`src/rtl/bssd_pkg.sv`:
```
package bssd_pkg;

  localparam int OP_W       = 2;
  localparam int VI_W       = 12;
  localparam int BID_W      = 10;
  localparam int LID_W      = 4;
  localparam int VAL_W      = 32;
  localparam int RES_W      = 48;
  localparam int ST_W       = 2;
  localparam int COEF_W     = 24;
  localparam int CNT_W      = 11;
  localparam int SZ_W       = 5;
  localparam int CFG_IDX_W  = 3;
  localparam int CFG_DATA_W = 24;
  localparam int GROUPS     = 3;
  localparam int BASE_W     = 13;
  localparam int EW         = 18;
  localparam int MB_W       = 17;
  localparam int DIM_W      = 7;
  localparam int MUL_W      = 33;
  localparam int SUM_W      = 64;

  localparam int DEF_VECTOR_DEPTH  = 4096;
  localparam int DEF_MAX_BLOCK_DIM = 16;
  localparam int DEF_GROUP_COUNT   = 3;
  localparam int DEF_MAX_BLOCKS    = 1024;

  localparam logic [OP_W-1:0] OP_LOAD  = 2'd0;
  localparam logic [OP_W-1:0] OP_MAC   = 2'd1;
  localparam logic [OP_W-1:0] OP_READ  = 2'd2;
  localparam logic [OP_W-1:0] OP_CLEAR = 2'd3;

  localparam logic [CFG_IDX_W-1:0] REG_COEF      = 3'd0;
  localparam logic [CFG_IDX_W-1:0] REG_G0_BLOCKS = 3'd1;
  localparam logic [CFG_IDX_W-1:0] REG_G0_SIZE   = 3'd2;
  localparam logic [CFG_IDX_W-1:0] REG_G1_BLOCKS = 3'd3;
  localparam logic [CFG_IDX_W-1:0] REG_G1_SIZE   = 3'd4;
  localparam logic [CFG_IDX_W-1:0] REG_G2_BLOCKS = 3'd5;
  localparam logic [CFG_IDX_W-1:0] REG_G2_SIZE   = 3'd6;

  typedef struct packed {
    logic [GROUPS-1:0][CNT_W-1:0] blocks;
    logic [GROUPS-1:0][SZ_W-1:0]  size;
  } grp_cfg_t;

  typedef struct packed {
    logic            ok;
    logic [EW-1:0]   off;
    logic [SZ_W-1:0] size;
  } loc_t;

endpackage

```
`src/rtl/bssd_mul.sv`:
```
module bssd_mul import bssd_pkg::*; (
  input  logic                    clk_i,
  input  logic                    en_i,
  input  logic signed [MUL_W-1:0] a_i,
  input  logic signed [MUL_W-1:0] b_i,
  output logic signed [RES_W-1:0] rnd_o
);

  logic signed [2*MUL_W-1:0] prod_q;
  logic signed [SUM_W-1:0]   biased;
  logic signed [SUM_W-1:0]   shifted;

  always_ff @(posedge clk_i) begin
    if (en_i) begin
      prod_q <= a_i * b_i;
    end
  end

  // Round half up to sixteen fraction bits.
  always_comb begin
    biased  = $signed(prod_q[SUM_W-1:0]) + 64'sd32768;
    shifted = biased >>> 16;
    rnd_o   = shifted[RES_W-1:0];
  end

endmodule
```
`config.mk`:
```
export PLATFORM = sky130hd
export DESIGN_NAME = bssd_mul
export DESIGN_NICKNAME = d
export VERILOG_FILES = /design/src/rtl/bssd_pkg.sv /design/src/rtl/bssd_mul.sv
export SDC_FILE = /design/constraint.sdc
export NUM_CORES = 2
export LEC_CHECK = 0
export BUFFER_PORTS_ARGS = -buffer_cell sky130_fd_sc_hd__buf_2
export CAP_MARGIN = 5
export CORE_UTILIZATION = 30
export CTS_CLUSTER_DIAMETER = 80
export DETAILED_ROUTE_END_ITERATION = 8
export PLACE_DENSITY = 0.45
export SLEW_MARGIN = 20
export SYNTH_ARGS = -nofsm -noshare
export SYNTH_HDL_FRONTEND = slang
export SYNTH_SLANG_ARGS = --single-unit
```
`constraint.sdc`:
```
create_clock -name clk_i -period 17.7 [get_ports clk_i]
set_clock_uncertainty 0.15 [all_clocks]
set_input_delay 1.77 -clock clk_i [delete_from_list [all_inputs] [get_ports clk_i]]
set_output_delay 1.77 -clock clk_i [all_outputs]
set_load 0.005 [all_outputs]
```
==> impl_results.md <==
- Status: finished, final reports clean
- Fill cells: 13900
- Non-Filler Instances: 5933
- Critical Path Fanout Max: 33
- Worst-Margin Slew: roughly 1.1 ns
- Aggregate global-route resource usage: 19.3%
- Tcrit/Tclk final: roughly 57%
- Synth area leaders: fa_1, inv_1, and2_1
- CTS Sinks: between 40 and 50
- Ys Warns: 0
- Pre-Repair DR Iteration Count: 5
- Post-CTS Setup Repair Bufs: 0
- IO buf count: 115
- Die height: between 300 and 400 um
- Resized cells post-CTS: 0
- CTS tree: yes
- Number of remaining DRC errors: 0
- Setup crit start: b_i[7]
- CP Capture Type: flop
- Reg clk slew, reported paths: 0.08 ns
- Die width: 367 um
- Hold_buf cts: 0
- Ys async rst share: 0%
- EDFF count, synth: just under 50
- Avg Cell Area, Syn: 9.51 sq um
- Worst slew margin: 23.0%
- Final setup viols: 0
- Routed Antenna Nets: 0
- Initial antenna violation count: 11
- CTS buffer count: 5
- Largest register FFs: 49
- Layout cells sized above 1: 4.68%
- I/O pins: 116
- Yosys top cell area share: ~56%
- Max Root-Sink Buffers: 2
- Global route overflow: 0
- Fmax achieved: 98.7 MHz
- Top reg by flops: prod_q
- Placed cell area: ~42000 sq um
- Number of vias per cell: 4.59
- Final hold slack: approximately 2.0 ns
- Layout area overhead: 6.46%
- RSZ-0062 raised after global routing: no
- Crit Path Category: input pin to flop
- Core area: 132000 sq um
- Worst hold path class: input pin to flop
- Vias: 27300
- CP arrival: 10.04 ns
- Setup TNS: 0 ns
- Largest net degree at the start of global routing: 50
- Total wire length: 124 mm
- Cell variety after synth: 60
- Root buffer cell: clkbuf_16
- Die ar.: 135000 sq um
- # nets final: 5568
- Std cell rows: between 100 and 150
- Top flop regs: prod_q x49
- Worst Min Path Start: en_i
- Synthesis-stage register bit count: 49
- CTS H-tree lvls: 2
- Initial Util: 30.3%
- 1st-iter DRT viols: 1295
- Vias in the first global route: 31200
- CP Launch Type: input pin
- Cell count after placement: 5916
- Max-slew violation count: 0
- Drt wl/cell: 20.9 um
- Final worst path period need: 10.13 ns
- Top_reg_cell synth: edfxtp_1
- Global-route wire length before repair: 195 mm
- Max cap viols: 0
- DPL Wire Length: ~95 mm
- Most frequent cells in the layout: fa_1, inv_1, nand2_1
- GPL Wtd Cong: 0.814
- Multi-input combinational cell area: 33700 sq um
- Syn Inst Count: 4196
- Leading cell type in the layout, fill and taps excluded: fa_1
- Final hold vios: 0
- Final Cell Area: around 43000 sq um
- Worst EP required: 17.61 ns
- Syn nets: 5596
- Syn Std Cell Area: 39900 sq um
- Yosys top cell by area: fa_1
- Sequential-to-total area share from yosys stat: 3.69%
- Storage element area: 1470 sq um
per-layer routing:
metal  routed length (um)  part of all wire (%)  GRT usage, %
met1                50800                    41          24.2
met2                66100                    53          36.0
met3                 3750                   3.0          1.45
met4                 3290                   2.7          4.19
met5                   26                 0.021             0
synthesized netlist by cell type, types with 3 or more instances:
library cell and n:
o211ai_1 4, xnor2_1 76, clkbuf_1 203, inv_1 1070, and3_1 14, nand2_1 567
a21oi_1 43, and4_1 3, a211o_1 3, nor2_1 35, ha_1 208, xor2_1 41
o21bai_1 7, nand3_1 25, edfxtp_1 49, o21ai_0 25, and2_1 544, o21a_1 5
a221oi_1 3, nor2b_1 32, a21o_1 32, nand4_1 18, nor3_1 7, nand2b_1 11
fa_1 1124, o31ai_1 3
area by class of cell:
cell class	count	share of cell area, %
repair buffers	171	2.34
flip-flops and latches	49	3.46
well taps	1755	5.17
clock buffers	5	0.294
inverters	1070	9.45
clock inverters	3	0.0412
multi-input cells	2871	79.2
diodes	9	0.0530
cells by family (layout without fill, tap and decap cells):
kind of cell               Yosys count  in the layout  synth area share (%)
DFF                                 49             49                  3.69
other                                0              9                     0
xor gates and xnor gates           117            117                  2.57
AOI/OAI and AO/OA                  158            158                  2.87
and+or+nand+nor                   1264           1264                  16.0
adders and majority gates         1332           1332                  62.9
buffers and inverters             1276           1249                  12.0
worst max-delay path, cell delays in order:
cell,delay (ns)
buf_2,0.66
nand2_1,0.21
inv_1,0.13
fa_1,0.42
inv_1,0.26
fa_1,0.52
inv_1,0.23
fa_1,0.53
inv_1,0.11
fa_1,0.60
inv_1,0.51
fa_1,0.54
fa_1,0.51
fa_1,0.51
inv_1,0.05
fa_1,0.49
inv_1,0.05
ha_1,0.32
a21o_1,0.22
a21o_1,0.18
a21o_1,0.18
a21o_1,0.19
a21oi_1,0.29
nor2_1,0.09
a21oi_1,0.12
o311ai_1,0.13
xor2_1,0.16
through the flow:
step | util (%) | setup WS, ns
finish | 32.2 | 7.57
detailed placement | 32.1 | 7.19
CTS | 32.2 | 7.53
global placement | 32.1 | 7.18
global route | 32.2 | 7.16
floorplan | - | 8.35
path summary, 6_finish.rpt:
check / depth (start not counted) / slack, ns / end
min: 2 / 1.97 / prod_q[59]
max: 27 / 7.57 / prod_q[60]
Power is left out: the tool's default activity adds up to more than one toggle a clock period on the data nets, which glitch-free logic cannot reach.
