**config.mk**
```make
export PLATFORM = sky130hd
export DESIGN_NAME = bssd_locate
export DESIGN_NICKNAME = d
export VERILOG_FILES = /design/src/rtl/bssd_pkg.sv /design/src/rtl/bssd_locate.sv
export SDC_FILE = /design/constraint.sdc
export NUM_CORES = 1
export LEC_CHECK = 0
export ABC_AREA = 0
export BUFFER_PORTS_ARGS = -buffer_cell sky130_fd_sc_hd__clkbuf_2
export CAP_MARGIN = 20
export CORE_UTILIZATION = 40
export DETAILED_ROUTE_END_ITERATION = 16
export GPL_TIMING_DRIVEN = 0
export SYNTH_ARGS = -nofsm -noshare
export SYNTH_HDL_FRONTEND = slang
export SYNTH_SLANG_ARGS = --single-unit
```
**constraint.sdc**
```tcl
create_clock -name clk_i -period 18.6 [get_ports clk_i]
set_input_delay 5.58 -clock clk_i [delete_from_list [all_inputs] [get_ports clk_i]]
set_output_delay 5.58 -clock clk_i [all_outputs]
set_load 0.05 [all_outputs]
```
**src/rtl/bssd_pkg.sv**
```systemverilog
package bssd_pkg;

  localparam int OP_W       = 2;
  localparam int VI_W       = 12;
  localparam int BID_W      = 10;
  localparam int LID_W      = 4;
  localparam int VAL_W      = 32;
  localparam int RES_W      = 48;
  localparam int ST_W       = 2;
  localparam int COEF_W     = 24;
  localparam int CNT_W      = 11;
  localparam int SZ_W       = 5;
  localparam int CFG_IDX_W  = 3;
  localparam int CFG_DATA_W = 24;
  localparam int GROUPS     = 3;
  localparam int BASE_W     = 13;
  localparam int EW         = 18;
  localparam int MB_W       = 17;
  localparam int DIM_W      = 7;
  localparam int MUL_W      = 33;
  localparam int SUM_W      = 64;

  localparam int DEF_VECTOR_DEPTH  = 4096;
  localparam int DEF_MAX_BLOCK_DIM = 16;
  localparam int DEF_GROUP_COUNT   = 3;
  localparam int DEF_MAX_BLOCKS    = 1024;

  localparam logic [OP_W-1:0] OP_LOAD  = 2'd0;
  localparam logic [OP_W-1:0] OP_MAC   = 2'd1;
  localparam logic [OP_W-1:0] OP_READ  = 2'd2;
  localparam logic [OP_W-1:0] OP_CLEAR = 2'd3;

  localparam logic [CFG_IDX_W-1:0] REG_COEF      = 3'd0;
  localparam logic [CFG_IDX_W-1:0] REG_G0_BLOCKS = 3'd1;
  localparam logic [CFG_IDX_W-1:0] REG_G0_SIZE   = 3'd2;
  localparam logic [CFG_IDX_W-1:0] REG_G1_BLOCKS = 3'd3;
  localparam logic [CFG_IDX_W-1:0] REG_G1_SIZE   = 3'd4;
  localparam logic [CFG_IDX_W-1:0] REG_G2_BLOCKS = 3'd5;
  localparam logic [CFG_IDX_W-1:0] REG_G2_SIZE   = 3'd6;

  typedef struct packed {
    logic [GROUPS-1:0][CNT_W-1:0] blocks;
    logic [GROUPS-1:0][SZ_W-1:0]  size;
  } grp_cfg_t;

  typedef struct packed {
    logic            ok;
    logic [EW-1:0]   off;
    logic [SZ_W-1:0] size;
  } loc_t;

endpackage

```
**src/rtl/bssd_locate.sv**
```systemverilog
module bssd_locate import bssd_pkg::*; #(
  parameter int GROUP_COUNT = DEF_GROUP_COUNT,
  parameter int MAX_BLOCKS  = DEF_MAX_BLOCKS
) (
  input  logic             clk_i,
  input  logic             rst_ni,
  input  grp_cfg_t         cfg_i,
  input  logic [BID_W-1:0] id_i,
  output loc_t             loc_o
);

  logic [GROUPS-1:0][BASE_W-1:0] base_d, base_q, end_d, end_q;
  logic [GROUPS-1:0][EW-1:0]     eoff_d, eoff_q;

  // Group start ids and entry offsets are running sums of the group settings.
  always_comb begin
    logic [BASE_W-1:0] b;
    logic [EW-1:0]     e;
    b = '0;
    e = '0;
    for (int g = 0; g < GROUPS; g++) begin
      base_d[g] = b;
      eoff_d[g] = e;
      b = b + BASE_W'(cfg_i.blocks[g]);
      end_d[g] = b;
      e = e + EW'(cfg_i.blocks[g]) * EW'(cfg_i.size[g]);
    end
  end

  always_ff @(posedge clk_i or negedge rst_ni) begin
    if (!rst_ni) begin
      base_q <= '0;
      end_q  <= '0;
      eoff_q <= '0;
    end else begin
      base_q <= base_d;
      end_q  <= end_d;
      eoff_q <= eoff_d;
    end
  end

  always_comb begin
    logic              found;
    logic [BASE_W-1:0] sel_base;
    logic [EW-1:0]     sel_eoff;
    logic [SZ_W-1:0]   sel_size;
    logic [BID_W-1:0]  diff;
    found    = 1'b0;
    sel_base = '0;
    sel_eoff = '0;
    sel_size = '0;
    for (int g = 0; g < GROUPS; g++) begin
      if (!found && (g < GROUP_COUNT) && (BASE_W'(id_i) < end_q[g])) begin
        found    = 1'b1;
        sel_base = base_q[g];
        sel_eoff = eoff_q[g];
        sel_size = cfg_i.size[g];
      end
    end
    diff       = BID_W'(BASE_W'(id_i) - sel_base);
    loc_o.ok   = found && (MB_W'(id_i) < MB_W'(MAX_BLOCKS));
    loc_o.off  = sel_eoff + EW'(diff) * EW'(sel_size);
    loc_o.size = sel_size;
  end

endmodule

```
==> flow_summary.json <==
{
  "place_hpwl_um": 21200,
  "cts.clk_slew.worst_paths_ns": 0.07,
  "critical_path_class": "input pin to output pin",
  "firstDrtPassIters": 5,
  "final_cell_mix": "167 x inv_1, 130 x ha_1, 108 x fa_1, 91 x nand2_1, 79 x clkbuf_2",
  "slowest_stage": "fa_1",
  "pre_cts_slack_ns": -0.914,
  "grt_use_total": 0.211,
  "finalWorstSetupSlack_ns": 0.365,
  "ys_types": 69,
  "viasPerCell": 5.16,
  "rsz0062_at_grt": "yes",
  "drtIter0Drc": 422,
  "cts.path.max_buffers": 2,
  "postSynthAreaPerCell_sq_um": 9.09,
  "crit_arrival_ns": 12.66,
  "ir_worst_vdd_mv": 0.456,
  "synthFlopType": "dfrtp_1",
  "ctsHtreeMaxLevel": 3,
  "critPathMaxStageDelay_ns": 0.54,
  "hold_violations": 0,
  "worstMarginPinSlew_ns": 0.681,
  "grt_pass1_vias": 8041,
  "drive_gt1_frac": 0.135,
  "diodes": 0,
  "cts_tree": "done",
  "grt_pass1_wl_um": 42100,
  "vias": 7883,
  "overflow": 0,
  "syn_area_sq_um": 9920,
  "cts.sinks": 69,
  "min_path_type": "input pin to asynchronous set/reset pin",
  "die_area_sq_um": 25400,
  "antenna_found_initial": 1,
  "clockRootBuffer": "clkbuf_16",
  "maxSlewViolCount": 0,
  "async_reset_ff_frac": 1.00,
  "cp_max_fo": 10,
  "rows": 57,
  "io_pins": 84,
  "final_common_cell": "inv_1",
  "status": "completed",
  "routed.top_layer": "met4",
  "required_ns": 13.02,
  "wirelength_um": 25200,
  "end_kind": "output pin",
  "wl_met2_um": 11400,
  "start_util": 0.408,
  "detail-route-antenna-nets": 0,
  "yosys_register_bits": 69,
  "drc_errors": 0,
  "power.density_nw_per_um2": 187,
  "nNetsFinal": 1498,
  "coreArea_sq_um": 24300,
  "cts_inserted_buffers": 9,
  "drv_cap": 0,
  "synth_edf_count": 0,
  "grt_max_degree": 57,
  "gp_congestion": 0.854,
  "crit_path_start_kind": "input pin",
  "wl_met3_um": 1270,
  "dpl_cell_area_sq_um": 10800,
  "finalCriticalPeriod_ns": 18.24,
  "ys_seq_area_frac": 0.174,
  "wl_per_cell_um": 16.5,
  "synthToLayoutAreaGrowth_pct": 13.7,
  "max_freq_mhz": 54.8,
  "setup-violations-final": 0,
  "yosysWarningCount": 0,
  "leakagePower_uw": 0.00572,
  "cts_hold_buf": 0,
  "die_w_um": 159,
  "syn_nets": 1391,
  "fin_area_sq_um": 11300,
  "portBuffers": 83,
  "syn_inst": 1091,
  "die_y_um": 159,
  "cpMostUsedCell": "buf_4",
  "slew-limit-headroom": 0.545,
  "fin_crit_sh": 0.980,
  "drt-met1-wl_um": 12100
}
routing by layer:
layer  track usage  vias up
met1         0.298     3873
met5             0        -
met4        0.0568        0
li1              -     3811
met3        0.0326       22
met2         0.335      177
layout make-up:
class	count	area [sq um]
fill	2368	13000
clock inverter	7	73.8
timing repair buffer	99	569
tap	324	405
buffer	20	104
sequential	69	1730
clock buffer	9	225
multi-input combinational	832	7550
inverter	167	627
registers in the layout (all words and copies together), names as in the netlist:
name,cells
end_q,36
eoff_q,33
through the flow:
step,hold WS (ns),total power [uW],util,TNS [ns],std cells
detailed placement,5.50,1900,0.443,-6.25,1499
global placement,5.82,1880,0.442,-5.98,1498
global route,5.13,2330,0.464,-0.112,1527
CTS,5.12,2090,0.458,0,1519
finish,5.12,2110,0.464,0,1527
floorplan,5.28,1540,-,0,1091
worst paths after layout:
check / end / slack, ns / from / depth (start not counted)
max in group asynchronous: eoff_q[51] / 12.92 / rst_ni / 2
worst max-delay path: loc_o[20] / 0.36 / id_i[5] / 35
worst min-delay path: eoff_q[30] / 5.12 / rst_ni / 1
min in group clk_i: end_q[8] / 5.47 / cfg_i[23] / 1
Yosys cell counts (3+ instances only):
| cell type | count | area share |
|---|---|---|
| buf_2 | 5 | 0.0025 |
| nand3_1 | 31 | 0.016 |
| clkbuf_1 | 15 | 0.0057 |
| nand4_1 | 6 | 0.0038 |
| nor2_1 | 71 | 0.027 |
| o21bai_1 | 9 | 0.0068 |
| o21ai_0 | 27 | 0.014 |
| a31o_2 | 3 | 0.0026 |
| ha_1 | 132 | 0.17 |
| fa_1 | 108 | 0.22 |
| nor3_1 | 18 | 0.0091 |
| mux2i_4 | 3 | 0.0068 |
| nor4_1 | 4 | 0.0025 |
| a21o_1 | 33 | 0.025 |
| and2_1 | 55 | 0.035 |
| xnor2_1 | 41 | 0.036 |
| nand2b_1 | 14 | 0.0088 |
| nand2_1 | 91 | 0.034 |
| dfrtp_1 | 69 | 0.17 |
| a21oi_1 | 63 | 0.032 |
| o21a_1 | 13 | 0.0098 |
| mux2i_2 | 4 | 0.0055 |
| or2_1 | 4 | 0.0025 |
| a211oi_1 | 6 | 0.0045 |
| a31oi_1 | 9 | 0.0057 |
| and3_1 | 3 | 0.0019 |
| nor2b_1 | 13 | 0.0082 |
| mux2i_1 | 5 | 0.0050 |
| xor2_1 | 18 | 0.016 |
| inv_1 | 167 | 0.063 |
critical path, delay by kind of cell:
family	cells	cell delay (ns)
AOI/OAI and AO/OA	11	1.94
xor gates and xnor gates	2	0.32
and+or+nand+nor	5	0.65
buffers and inverters	10	1.37
adders and majority gates	7	2.80
kinds of logic (layout without fill, tap and decap cells):
logic type	Yosys count	after routing	share of synthesized area
multiplexers	12	12	0.0174
adder cells (fa/ha/maj)	240	240	0.384
buffers and inverters	190	302	0.0737
flip-flops	69	69	0.174
XOR/XNOR	59	59	0.0521
AO/OA/AOI/OAI	196	196	0.135
AND/OR/NAND/NOR	325	325	0.163
where the power goes:
group	switching, uW	internal [uW]	leakage, uW
clock	69.9	104	0.000146
sequential	24.8	210	0.000815
combinational	1080	615	0.00476
total	1180	930	0.00572
timing repair:
item,CTS,global route
setup buffers,6,9
setup endpoints to repair,10,8
resized for setup,13,26
gates cloned,0,0
pin swaps,3,7
Power figures use the tool's default switching activity.
